--- config.mk ---
export PLATFORM = sky130hd
export DESIGN_NAME = srtf_process_scheduler
export DESIGN_NICKNAME = d
export VERILOG_FILES = /design/src/hw/rtl/srtf_pkg.sv /design/src/hw/rtl/srtf_ctrl.sv /design/src/hw/rtl/srtf_dp.sv /design/src/hw/rtl/srtf_process_scheduler.sv
export SDC_FILE = /design/constraint.sdc
export NUM_CORES = 1
export LEC_CHECK = 0
export ABC_AREA = 1
export BUFFER_PORTS_ARGS = -buffer_cell sky130_fd_sc_hd__buf_2
export CAP_MARGIN = 20
export CORE_MARGIN = 4
export CORE_UTILIZATION = 62
export DETAILED_ROUTE_END_ITERATION = 12
export HOLD_SLACK_MARGIN = 0.1
export PLACE_DENSITY = 0.8
export SLEW_MARGIN = 20
export SYNTH_ARGS = -nofsm -noshare
export SYNTH_HDL_FRONTEND = slang
export SYNTH_HIERARCHICAL = 1
export SYNTH_SLANG_ARGS = --single-unit
--- constraint.sdc ---
create_clock -name clk -period 6.8 [get_ports clk]
set_input_delay 1.36 -clock clk [delete_from_list [all_inputs] [get_ports clk]]
set_output_delay 1.36 -clock clk [all_outputs]
set_load 0.05 [all_outputs]
--- src/hw/rtl/srtf_pkg.sv ---
// Shared types and constants for the SRTF process scheduler.
`timescale 1ns / 1ps

package srtf_pkg;

  localparam int DEF_MAX_PROCESSES = 8;
  localparam int DEF_TIME_BITS     = 16;
  localparam int INDEX_W           = 3;
  localparam int CFG_W             = 4;
  localparam logic [CFG_W-1:0] CFG_RESET = 4'd1;

  localparam logic OP_LOAD = 1'b0;
  localparam logic OP_TICK = 1'b1;

  typedef enum logic [1:0] {
    EV_ARRIVED  = 2'd0,
    EV_SELECTED = 2'd1,
    EV_FINISHED = 2'd2,
    EV_IDLE     = 2'd3
  } ev_t;

  typedef enum logic [2:0] {
    ST_IDLE,
    ST_SCAN,
    ST_PICK,
    ST_RUN,
    ST_FLUSH
  } state_t;

  typedef struct packed {
    logic load;
    logic scan_start;
    logic scan_step;
    logic pick;
    logic run;
    logic flush;
  } dp_cmd_t;

  typedef struct packed {
    logic blocked;
    logic out_free;
    logic hold_valid;
    logic scan_done;
    logic arr_hit;
    logic found;
    logic need_sel;
    logic fin_hit;
  } dp_status_t;

endpackage

--- src/hw/rtl/srtf_ctrl.sv ---
// Controller state machine for the SRTF process scheduler.
`timescale 1ns / 1ps

module srtf_ctrl (
  input  logic                clk,
  input  logic                rst,
  input  logic                in_valid,
  input  logic                op,
  output logic                in_ready,
  input  srtf_pkg::dp_status_t status,
  output srtf_pkg::dp_cmd_t    cmd
);
  import srtf_pkg::*;

  state_t state;
  state_t state_next;

  always_ff @(posedge clk) begin
    if (rst) begin
      state <= ST_IDLE;
    end else begin
      state <= state_next;
    end
  end

  always_comb begin
    state_next = state;
    case (state)
      ST_IDLE: begin
        if (in_valid && op == OP_TICK) begin
          state_next = ST_SCAN;
        end
      end
      ST_SCAN: begin
        if (status.scan_done) begin
          state_next = ST_PICK;
        end
      end
      ST_PICK: begin
        if (!(status.blocked && (!status.found || status.need_sel))) begin
          state_next = status.found ? ST_RUN : ST_FLUSH;
        end
      end
      ST_RUN: begin
        if (!(status.blocked && status.fin_hit)) begin
          state_next = ST_FLUSH;
        end
      end
      ST_FLUSH: begin
        if (!status.hold_valid || status.out_free) begin
          state_next = ST_IDLE;
        end
      end
      default: state_next = ST_IDLE;
    endcase
  end

  always_comb begin
    in_ready = 1'b0;
    cmd      = '0;
    case (state)
      ST_IDLE: begin
        in_ready       = !rst;
        cmd.load       = !rst && in_valid && op == OP_LOAD;
        cmd.scan_start = !rst && in_valid && op == OP_TICK;
      end
      ST_SCAN: begin
        cmd.scan_step = !status.scan_done && !(status.arr_hit && status.blocked);
      end
      ST_PICK: begin
        cmd.pick = !(status.blocked && (!status.found || status.need_sel));
      end
      ST_RUN: begin
        cmd.run = !(status.blocked && status.fin_hit);
      end
      ST_FLUSH: begin
        cmd.flush = !status.hold_valid || status.out_free;
      end
      default: begin
        in_ready = 1'b0;
      end
    endcase
  end

endmodule

--- src/hw/rtl/srtf_dp.sv ---
// Datapath for the SRTF process scheduler: process tables, scan, result staging.
`timescale 1ns / 1ps

module srtf_dp #(
  parameter int MAX_PROCESSES = srtf_pkg::DEF_MAX_PROCESSES,
  parameter int TIME_BITS     = srtf_pkg::DEF_TIME_BITS,
  parameter int OUT_DATA_W    = ((srtf_pkg::INDEX_W + 4 * TIME_BITS + 7) / 8) * 8
) (
  input  logic                          clk,
  input  logic                          rst,
  input  srtf_pkg::dp_cmd_t             cmd,
  output srtf_pkg::dp_status_t          status,
  input  logic [srtf_pkg::INDEX_W-1:0]  entry_index,
  input  logic [TIME_BITS-1:0]          arrival,
  input  logic [TIME_BITS-1:0]          burst,
  input  logic                          cfg_we,
  input  logic [srtf_pkg::CFG_W-1:0]    cfg_wdata,
  input  logic                          out_ready,
  output logic                          out_valid,
  output logic [OUT_DATA_W-1:0]         out_data,
  output srtf_pkg::ev_t                 out_ev,
  output logic                          out_last
);
  import srtf_pkg::*;

  localparam int IDX_W = (MAX_PROCESSES > 1) ? $clog2(MAX_PROCESSES) : 1;
  localparam int CNT_W = $clog2(MAX_PROCESSES + 1);
  localparam logic [TIME_BITS-1:0] TIME_MAX = '1;

  logic [TIME_BITS-1:0] arrival_mem   [MAX_PROCESSES];
  logic [TIME_BITS-1:0] burst_mem     [MAX_PROCESSES];
  logic [TIME_BITS-1:0] remaining_mem [MAX_PROCESSES];
  logic [MAX_PROCESSES-1:0] arrived;
  logic [MAX_PROCESSES-1:0] loaded;

  logic [CFG_W-1:0]     process_count;
  logic [TIME_BITS-1:0] cur_time;
  logic [IDX_W-1:0]     last_running;
  logic                 last_running_valid;

  logic [CNT_W-1:0]     scan_cnt;
  logic                 found;
  logic [IDX_W-1:0]     best_idx;
  logic [TIME_BITS-1:0] best_rem;
  logic [TIME_BITS-1:0] best_arr;
  logic [TIME_BITS-1:0] best_burst;

  logic                 hold_valid;
  logic [OUT_DATA_W-1:0] hold_data;
  ev_t                  hold_ev;

  logic [CNT_W-1:0]     count_eff;
  logic [IDX_W-1:0]     scan_idx;
  logic [IDX_W-1:0]     ld_idx;
  logic                 ld_in_range;
  logic [TIME_BITS-1:0] s_arr;
  logic [TIME_BITS-1:0] s_rem;
  logic                 arr_hit;
  logic                 s_ready;
  logic                 take;
  logic                 out_free;
  logic                 blocked;
  logic                 need_sel;
  logic                 fin_hit;

  logic [TIME_BITS:0]   fin;
  logic [TIME_BITS:0]   ta_full;
  logic [TIME_BITS:0]   used;
  logic [TIME_BITS-1:0] ta_sat;
  logic [TIME_BITS-1:0] wt_val;

  logic                 new_valid;
  ev_t                  new_ev;
  logic [INDEX_W-1:0]   new_idx;
  logic [TIME_BITS-1:0] new_at;
  logic [TIME_BITS-1:0] new_rem;
  logic [TIME_BITS-1:0] new_wt;
  logic [TIME_BITS-1:0] new_ta;
  logic [OUT_DATA_W-1:0] new_data;
  logic                 out_load;

  always_comb begin
    if (32'(process_count) > MAX_PROCESSES) begin
      count_eff = CNT_W'(MAX_PROCESSES);
    end else begin
      count_eff = CNT_W'(process_count);
    end
  end

  assign scan_idx    = scan_cnt[IDX_W-1:0];
  assign ld_idx      = IDX_W'(entry_index);
  assign ld_in_range = 32'(entry_index) < MAX_PROCESSES;

  assign s_arr   = arrival_mem[scan_idx];
  assign s_rem   = remaining_mem[scan_idx];
  assign arr_hit = s_arr == cur_time && !arrived[scan_idx];
  assign s_ready = loaded[scan_idx] && s_arr <= cur_time && s_rem != '0;
  assign take    = s_ready && (!found || s_rem <= best_rem);

  assign out_free = !out_valid || out_ready;
  assign blocked  = hold_valid && !out_free;
  assign need_sel = found && (!last_running_valid || last_running != best_idx);
  assign fin_hit  = best_rem == TIME_BITS'(1);

  // finish time and turnaround are taken without wrap
  assign fin     = {1'b0, cur_time} + 1'b1;
  assign ta_full = fin - {1'b0, best_arr};
  assign ta_sat  = ta_full[TIME_BITS] ? TIME_MAX : ta_full[TIME_BITS-1:0];
  assign used    = {1'b0, best_burst} + {1'b0, best_arr};
  assign wt_val  = (fin > used) ? TIME_BITS'(fin - used) : '0;

  always_comb begin
    status.blocked    = blocked;
    status.out_free   = out_free;
    status.hold_valid = hold_valid;
    status.scan_done  = scan_cnt == count_eff;
    status.arr_hit    = arr_hit;
    status.found      = found;
    status.need_sel   = need_sel;
    status.fin_hit    = fin_hit;
  end

  always_comb begin
    new_valid = 1'b0;
    new_ev    = EV_IDLE;
    new_idx   = '0;
    new_at    = cur_time;
    new_rem   = '0;
    new_wt    = '0;
    new_ta    = '0;
    if (cmd.scan_step && arr_hit) begin
      new_valid = 1'b1;
      new_ev    = EV_ARRIVED;
      new_idx   = INDEX_W'(scan_idx);
    end else if (cmd.pick && !found) begin
      new_valid = 1'b1;
      new_ev    = EV_IDLE;
    end else if (cmd.pick && need_sel) begin
      new_valid = 1'b1;
      new_ev    = EV_SELECTED;
      new_idx   = INDEX_W'(best_idx);
      new_rem   = best_rem;
    end else if (cmd.run && fin_hit) begin
      new_valid = 1'b1;
      new_ev    = EV_FINISHED;
      new_idx   = INDEX_W'(best_idx);
      new_at    = fin[TIME_BITS-1:0];
      new_wt    = wt_val;
      new_ta    = ta_sat;
    end
  end

  assign new_data = OUT_DATA_W'({new_ta, new_wt, new_rem, new_at, new_idx});
  assign out_load = hold_valid && (new_valid || cmd.flush);

  // process tables
  always_ff @(posedge clk) begin
    if (cmd.load && ld_in_range) begin
      arrival_mem[ld_idx]   <= arrival;
      burst_mem[ld_idx]     <= burst;
      remaining_mem[ld_idx] <= burst;
    end else if (cmd.run) begin
      remaining_mem[best_idx] <= best_rem - 1'b1;
    end
  end

  always_ff @(posedge clk) begin
    if (rst) begin
      arrived            <= '0;
      loaded             <= '0;
      process_count      <= CFG_RESET;
      cur_time           <= '0;
      last_running       <= '0;
      last_running_valid <= 1'b0;
    end else begin
      if (cfg_we) begin
        process_count <= cfg_wdata;
      end
      if (cmd.load && ld_in_range) begin
        arrived[ld_idx] <= 1'b0;
        loaded[ld_idx]  <= 1'b1;
        if (last_running == ld_idx) begin
          last_running_valid <= 1'b0;
        end
      end
      if (cmd.scan_step && arr_hit) begin
        arrived[scan_idx] <= 1'b1;
      end
      if (cmd.pick && need_sel) begin
        last_running       <= best_idx;
        last_running_valid <= 1'b1;
      end
      if (cmd.flush) begin
        cur_time <= cur_time + 1'b1;
      end
    end
  end

  // scan and best candidate
  always_ff @(posedge clk) begin
    if (rst) begin
      scan_cnt <= '0;
      found    <= 1'b0;
    end else if (cmd.scan_start) begin
      scan_cnt <= '0;
      found    <= 1'b0;
    end else if (cmd.scan_step) begin
      scan_cnt <= scan_cnt + 1'b1;
      if (take) begin
        found <= 1'b1;
      end
    end
  end

  always_ff @(posedge clk) begin
    if (cmd.scan_step && take) begin
      best_idx   <= scan_idx;
      best_rem   <= s_rem;
      best_arr   <= s_arr;
      best_burst <= burst_mem[scan_idx];
    end
  end

  // one result is held back until it is known whether it ends the tick
  always_ff @(posedge clk) begin
    if (rst) begin
      hold_valid <= 1'b0;
      out_valid  <= 1'b0;
    end else begin
      if (new_valid) begin
        hold_valid <= 1'b1;
      end else if (cmd.flush) begin
        hold_valid <= 1'b0;
      end
      if (out_load) begin
        out_valid <= 1'b1;
      end else if (out_ready) begin
        out_valid <= 1'b0;
      end
    end
  end

  always_ff @(posedge clk) begin
    if (new_valid) begin
      hold_data <= new_data;
      hold_ev   <= new_ev;
    end
    if (out_load) begin
      out_data <= hold_data;
      out_ev   <= hold_ev;
      out_last <= cmd.flush;
    end
  end

  a_no_overwrite: assert property (@(posedge clk) disable iff (rst)
    out_load |-> out_free)
    else $error("held result moved onto a stalled output");

  a_flush_empties: assert property (@(posedge clk) disable iff (rst)
    cmd.flush |=> !hold_valid)
    else $error("result left in holding register after tick end");

  a_found_nonzero: assert property (@(posedge clk) disable iff (rst)
    found |-> best_rem != '0)
    else $error("picked process with nothing remaining");

  a_scan_bound: assert property (@(posedge clk) disable iff (rst)
    cmd.scan_step |-> scan_cnt < count_eff)
    else $error("scan ran past the process count");

endmodule

--- src/hw/rtl/srtf_process_scheduler.sv ---
// Top level of the shortest-remaining-time-first process scheduler.
//
// Input stream (s_axis_*): tuser = operation (0 load, 1 tick); tdata carries
// entry_index, arrival and burst. A load writes one table entry and returns
// nothing and leaves the block idle, so the next item is taken the cycle after.
// A tick reports arrivals at the current time, selects the ready process with
// the least remaining burst (ties to the highest index), runs it one unit and
// reports its finish if it completes, or reports idle. The last result of a tick has tlast.
// Output stream (m_axis_*): tuser = event, tdata carries the result fields.
// With n = process_count capped at MAX_PROCESSES, a tick steps through accept,
// a scan over each of the n table entries, scan end, pick, run and flush, with
// run skipped when nothing is ready; it gives at most n + 2 results. Results
// leave through a single output register; one result is staged before it so
// tlast can be set, so the first result of a tick passes through the staging
// register and then the output register. A stalled receiver holds the scan
// at the next result and no transfer is lost.
// cfg_we/cfg_wdata set process_count; write only between ticks.
// Synchronous reset clears time, arrival marks, the last running process and
// sets process_count to 1; no input is taken while reset is high; table
// contents are undefined until loaded.
`timescale 1ns / 1ps

module srtf_process_scheduler #(
  parameter int MAX_PROCESSES = srtf_pkg::DEF_MAX_PROCESSES,
  parameter int TIME_BITS     = srtf_pkg::DEF_TIME_BITS,
  parameter int IN_DATA_W     = ((srtf_pkg::INDEX_W + 2 * TIME_BITS + 7) / 8) * 8,
  parameter int OUT_DATA_W    = ((srtf_pkg::INDEX_W + 4 * TIME_BITS + 7) / 8) * 8
) (
  input  logic                       clk,
  input  logic                       rst,
  input  logic                       s_axis_tvalid,
  output logic                       s_axis_tready,
  // entry_index, arrival, burst
  input  logic [IN_DATA_W-1:0]       s_axis_tdata,
  // operation
  input  logic                       s_axis_tuser,
  output logic                       m_axis_tvalid,
  input  logic                       m_axis_tready,
  // process_index, at_time, remaining_burst, wait_time, turnaround_time
  output logic [OUT_DATA_W-1:0]      m_axis_tdata,
  // event_res
  output logic [1:0]                 m_axis_tuser,
  output logic                       m_axis_tlast,
  input  logic                       cfg_we,
  input  logic [srtf_pkg::CFG_W-1:0] cfg_wdata
);
  import srtf_pkg::*;

  dp_cmd_t    cmd;
  dp_status_t status;
  ev_t        out_ev;

  srtf_ctrl u_ctrl (
    .clk      (clk),
    .rst      (rst),
    .in_valid (s_axis_tvalid),
    .op       (s_axis_tuser),
    .in_ready (s_axis_tready),
    .status   (status),
    .cmd      (cmd)
  );

  srtf_dp #(
    .MAX_PROCESSES (MAX_PROCESSES),
    .TIME_BITS     (TIME_BITS),
    .OUT_DATA_W    (OUT_DATA_W)
  ) u_dp (
    .clk         (clk),
    .rst         (rst),
    .cmd         (cmd),
    .status      (status),
    .entry_index (s_axis_tdata[INDEX_W-1:0]),
    .arrival     (s_axis_tdata[INDEX_W +: TIME_BITS]),
    .burst       (s_axis_tdata[INDEX_W + TIME_BITS +: TIME_BITS]),
    .cfg_we      (cfg_we),
    .cfg_wdata   (cfg_wdata),
    .out_ready   (m_axis_tready),
    .out_valid   (m_axis_tvalid),
    .out_data    (m_axis_tdata),
    .out_ev      (out_ev),
    .out_last    (m_axis_tlast)
  );

  assign m_axis_tuser = out_ev;

endmodule

==> flow_metrics.py <==
metrics = {
    "critical_path": {
        "cp-endpoint": "u_dp/best_arr[6]",
        "path_cells": "buf_4, o21ai_0, o22ai_1, nor2_1, a31oi_1, ha_1, nand2_1, nor2_1, nand2_1, nor2_1, nand3_1, nor3_1, a21oi_1, nand2_1, a21oi_1, nand2_1, a21oi_1, nand2_1, a21oi_4, buf_4",
        "arrival_ns": 5.76,
        "reg2reg_depth": 20,
        "r2r_slack_ns": 1.33,
        "critPathSlowestCell": "buf_4",
        "r2r_end": "u_dp/best_arr[6]",
        "crit_type": "flip-flop to flip-flop",
        "cp.required_ns": 7.09,
        "cp-start-kind": "flip-flop",
        "cp_max_fo": 89,
        "endpoint_kind": "flip-flop",
        "cp_common_cell": "nand2_1",
        "critPathMaxStageDelay_ns": 0.81,
    },
    "timing": {
        "max-slew-margin-rel_pct": 28.3,
        "setup_viol": 0,
        "rsz0062_at_grt": "no",
        "period_minus_slack_ns": 5.47,
        "maxSlewViolCount": 0,
        "hold_viol": 0,
        "tns_ns": 0,
        "min_period_over_period_pct": 80.5,
        "fmax_mhz": 183,
        "tightestPinTransition_ns": 1.06,
        "finClkSkew_ns": 0.0229,
    },
    "synth": {
        "yosys.area_share.simple_pct": 14.5,
        "synth-seq-cells": 627,
        "synth_warnings": 6,
        "syn_inst": 2550,
        "synth_edf_count": 574,
        "synthMuxAreaShare_pct": 0,
        "synth_top_family_by_area": "simple AND/OR/NAND/NOR gates",
        "synth.distinct_cells": 57,
        "synthTopCellsByArea": "edfxtp_1, nand2_1, nor2_1",
        "synth-compound-area-share_pct": 8.91,
        "synth-xor-area-share_pct": 1.95,
        "synth.cell_area_mm2": 0.0280,
        "synth_top_area_cell": "edfxtp_1",
        "synth-adder-area-share_pct": 4.02,
        "synth_top_area_share_pct": 61.6,
        "yosysSeqAreaShare_pct": 65.4,
        "ys.flop_type": "edfxtp_1",
        "async_flop_share_pct": 0,
        "avgSynthCellArea_um2": 11.0,
    },
    "hold_path": {
        "hold_class": "flip-flop to flip-flop",
    },
    "power": {
        "power.total_mw": 10.9,
        "leakagePower_nw": 12.1,
        "peakVddDrop_uv": 292,
        "p_per_area_mw_per_mm2": 350,
    },
    "layout": {
        "area.growth.synth_to_final_pct": 11.7,
        "drive_gt1_share_pct": 11.8,
        "fin_nets": 2807,
        "final_cell_mix": "edfxtp_1, nand2_1, nor2_1, inv_1, o21ai_0",
        "fin_area_mm2": 0.0312,
        "n_fill_cell": 3053,
        "utilization_pct": 70.3,
        "n_antenna_cell": 0,
        "final_common_cell": "edfxtp_1",
    },
    "die": {
        "io_pins": 127,
        "start_util_pct": 63.0,
        "die_y_um": 220,
        "rows": 77,
        "die_w_um": 220,
        "dieArea_mm2": 0.0486,
        "coreArea_mm2": 0.0444,
    },
    "routing": {
        "first_pass_iters": 5,
        "routed_via_density": 5.83,
        "drc_errors": 0,
        "drtAntennaViolNets": 0,
        "drtIter0Drc": 1978,
        "wl_per_cell_um": 20.5,
        "via_count": 19337,
        "wirelength_mm": 67.9,
    },
    "clocking": {
        "ctsRootBufferMaster": "clkbuf_16",
        "postCtsHoldBufs": 0,
        "htreeDepth": 2,
        "clockBufferDepth": 3,
        "insertion_delay_ns": 0.63,
        "cts.sinks": 627,
        "cts_setup_buffers": 0,
        "cts_resized": 0,
        "clk_pin_slew_ns": 0.06,
        "cts_tree": "done",
        "cts_buffers": 61,
    },
    "global_routing": {
        "grt_max_degree": 90,
        "grt_pass1_wl_mm": 103,
        "grtUsageTotal_pct": 28.0,
        "grt_pass1_vias": 18479,
        "grt_overflow": 0,
        "grt_antenna_before_repair": 1,
    },
    "flow_run": {
        "maxCapViolations": 0,
    },
    "placed_design": {
        "portBuffers": 116,
        "dp.final_hpwl_mm": 45.1,
        "routabilityCongestion": 0.985,
        "dpl-instance-area_mm2": 0.0292,
    },
    "outcome": {
        "outcome": "finished clean",
    },
}
==> report_power, final <==
group | leakage, nW | internal, mW | switching, mW | total, mW
clock network | 0.981 | 1.94 | 1.42 | 3.37
registers | 5.62 | 4.57 | 0.157 | 4.73
logic | 5.48 | 0.842 | 2.00 | 2.84
==> critical path, delay by kind of cell (launching register included) <==
| kind | cells | cell delay [ns] |
|---|---|---|
| simple gates | 10 | 1.05 |
| fa+ha+maj | 1 | 0.35 |
| flops | 1 | 0.62 |
| compound gates | 7 | 1.86 |
| buf+inv | 2 | 1.18 |
==> metrics by stage <==
| step | hold slack [ns] | cells | setup slack (ns) |
|---|---|---|---|
| 2_1_floorplan | 0.400 | 2554 | 0.674 |
| 3_3_place_gp | 0.401 | 3197 | 1.55 |
| 3_5_place_dp | 0.405 | 3197 | 1.38 |
| 4_1_cts | 0.417 | 3313 | 1.36 |
| 5_1_grt | 0.423 | 3314 | 0.931 |
| 6_report | 0.415 | 3314 | 1.33 |
==> cells in the mapped netlist (all sizes together), types with 2 or more instances <==
cell type / number
a21oi: 123
nand3: 89
clkbuf: 69
xor2: 41
o21a: 5
or2: 2
o41ai: 2
nor4: 2
a31oi: 25
o21bai: 7
a211oi: 4
a21boi: 2
inv: 256
buf: 32
nand3b: 5
clkinv: 2
o221ai: 16
xnor2: 19
nand4: 7
nand2: 493
a221oi: 16
o21ai: 201
and2: 2
edfxtp: 574
o22ai: 21
nor3: 24
fa: 3
dfxtp: 53
o211ai: 6
ha: 85
nor2: 348
nor3b: 10
==> area by class of cell <==
| cell class | count | area (um2) | area share [%] |
|---|---|---|---|
| Sequential cell | 627 | 18300 | 58.6 |
| Clock buffer | 75 | 1600 | 5.12 |
| Timing Repair Buffer | 153 | 878 | 2.81 |
| Clock inverter | 41 | 410 | 1.31 |
| Inverter | 258 | 975 | 3.12 |
| Tap cell | 592 | 741 | 2.37 |
| Multi-Input combinational cell | 1568 | 8330 | 26.7 |
==> worst min path at each step <==
| stage | slack [ns] | cells past startpoint | end | start |
|---|---|---|---|---|
| floorplan | 0.40 | 0 | u_dp/out_data[0] | u_dp/hold_data[0] |
| global placement | 0.40 | 0 | u_dp/out_data[44] | u_dp/hold_data[44] |
| detailed placement | 0.40 | 0 | u_dp/out_data[10] | u_dp/hold_data[10] |
| CTS | 0.42 | 0 | u_dp/out_data[19] | u_dp/hold_data[19] |
| global route | 0.42 | 0 | u_dp/out_data[2] | u_dp/hold_data[2] |
| finish | 0.42 | 0 | u_dp/out_data[28] | u_dp/hold_data[28] |
==> layer usage <==
metal	part of all wire [%]	vias up	global-route usage (%)	routed length (um)
li1	-	9016	-	-
met1	39	9260	37.1	26400
met2	49	898	47.5	33400
met3	8.6	163	4.09	5840
met4	3.5	0	10.1	2360
met5	0	-	0	0
==> state kept, by name (all words and copies together), names as in the netlist, 3 cells and up, named ones only <==
name / cells
u_dp/arrival_mem: 128
u_dp/burst_mem: 128
u_dp/remaining_mem: 128
u_dp/hold_data: 67
u_dp/out_data: 67
u_dp/best_arr: 16
u_dp/best_burst: 16
u_dp/best_rem: 16
u_dp/cur_time: 16
u_dp/arrived: 8
u_dp/loaded: 8
u_dp/process_count: 4
u_dp/scan_cnt: 4
u_ctrl/state: 3
u_dp/best_idx: 3
u_dp/last_running: 3
==> kinds of logic after synthesis <==
group	Yosys count
DFF	627
other	1
AOI/OAI and AO/OA	432
and+or+nand+nor	983
buffers and inverters	359
xor gates and xnor gates	60
adders and majority gates	88
Note: power is estimated with default switching activity, not from simulation.
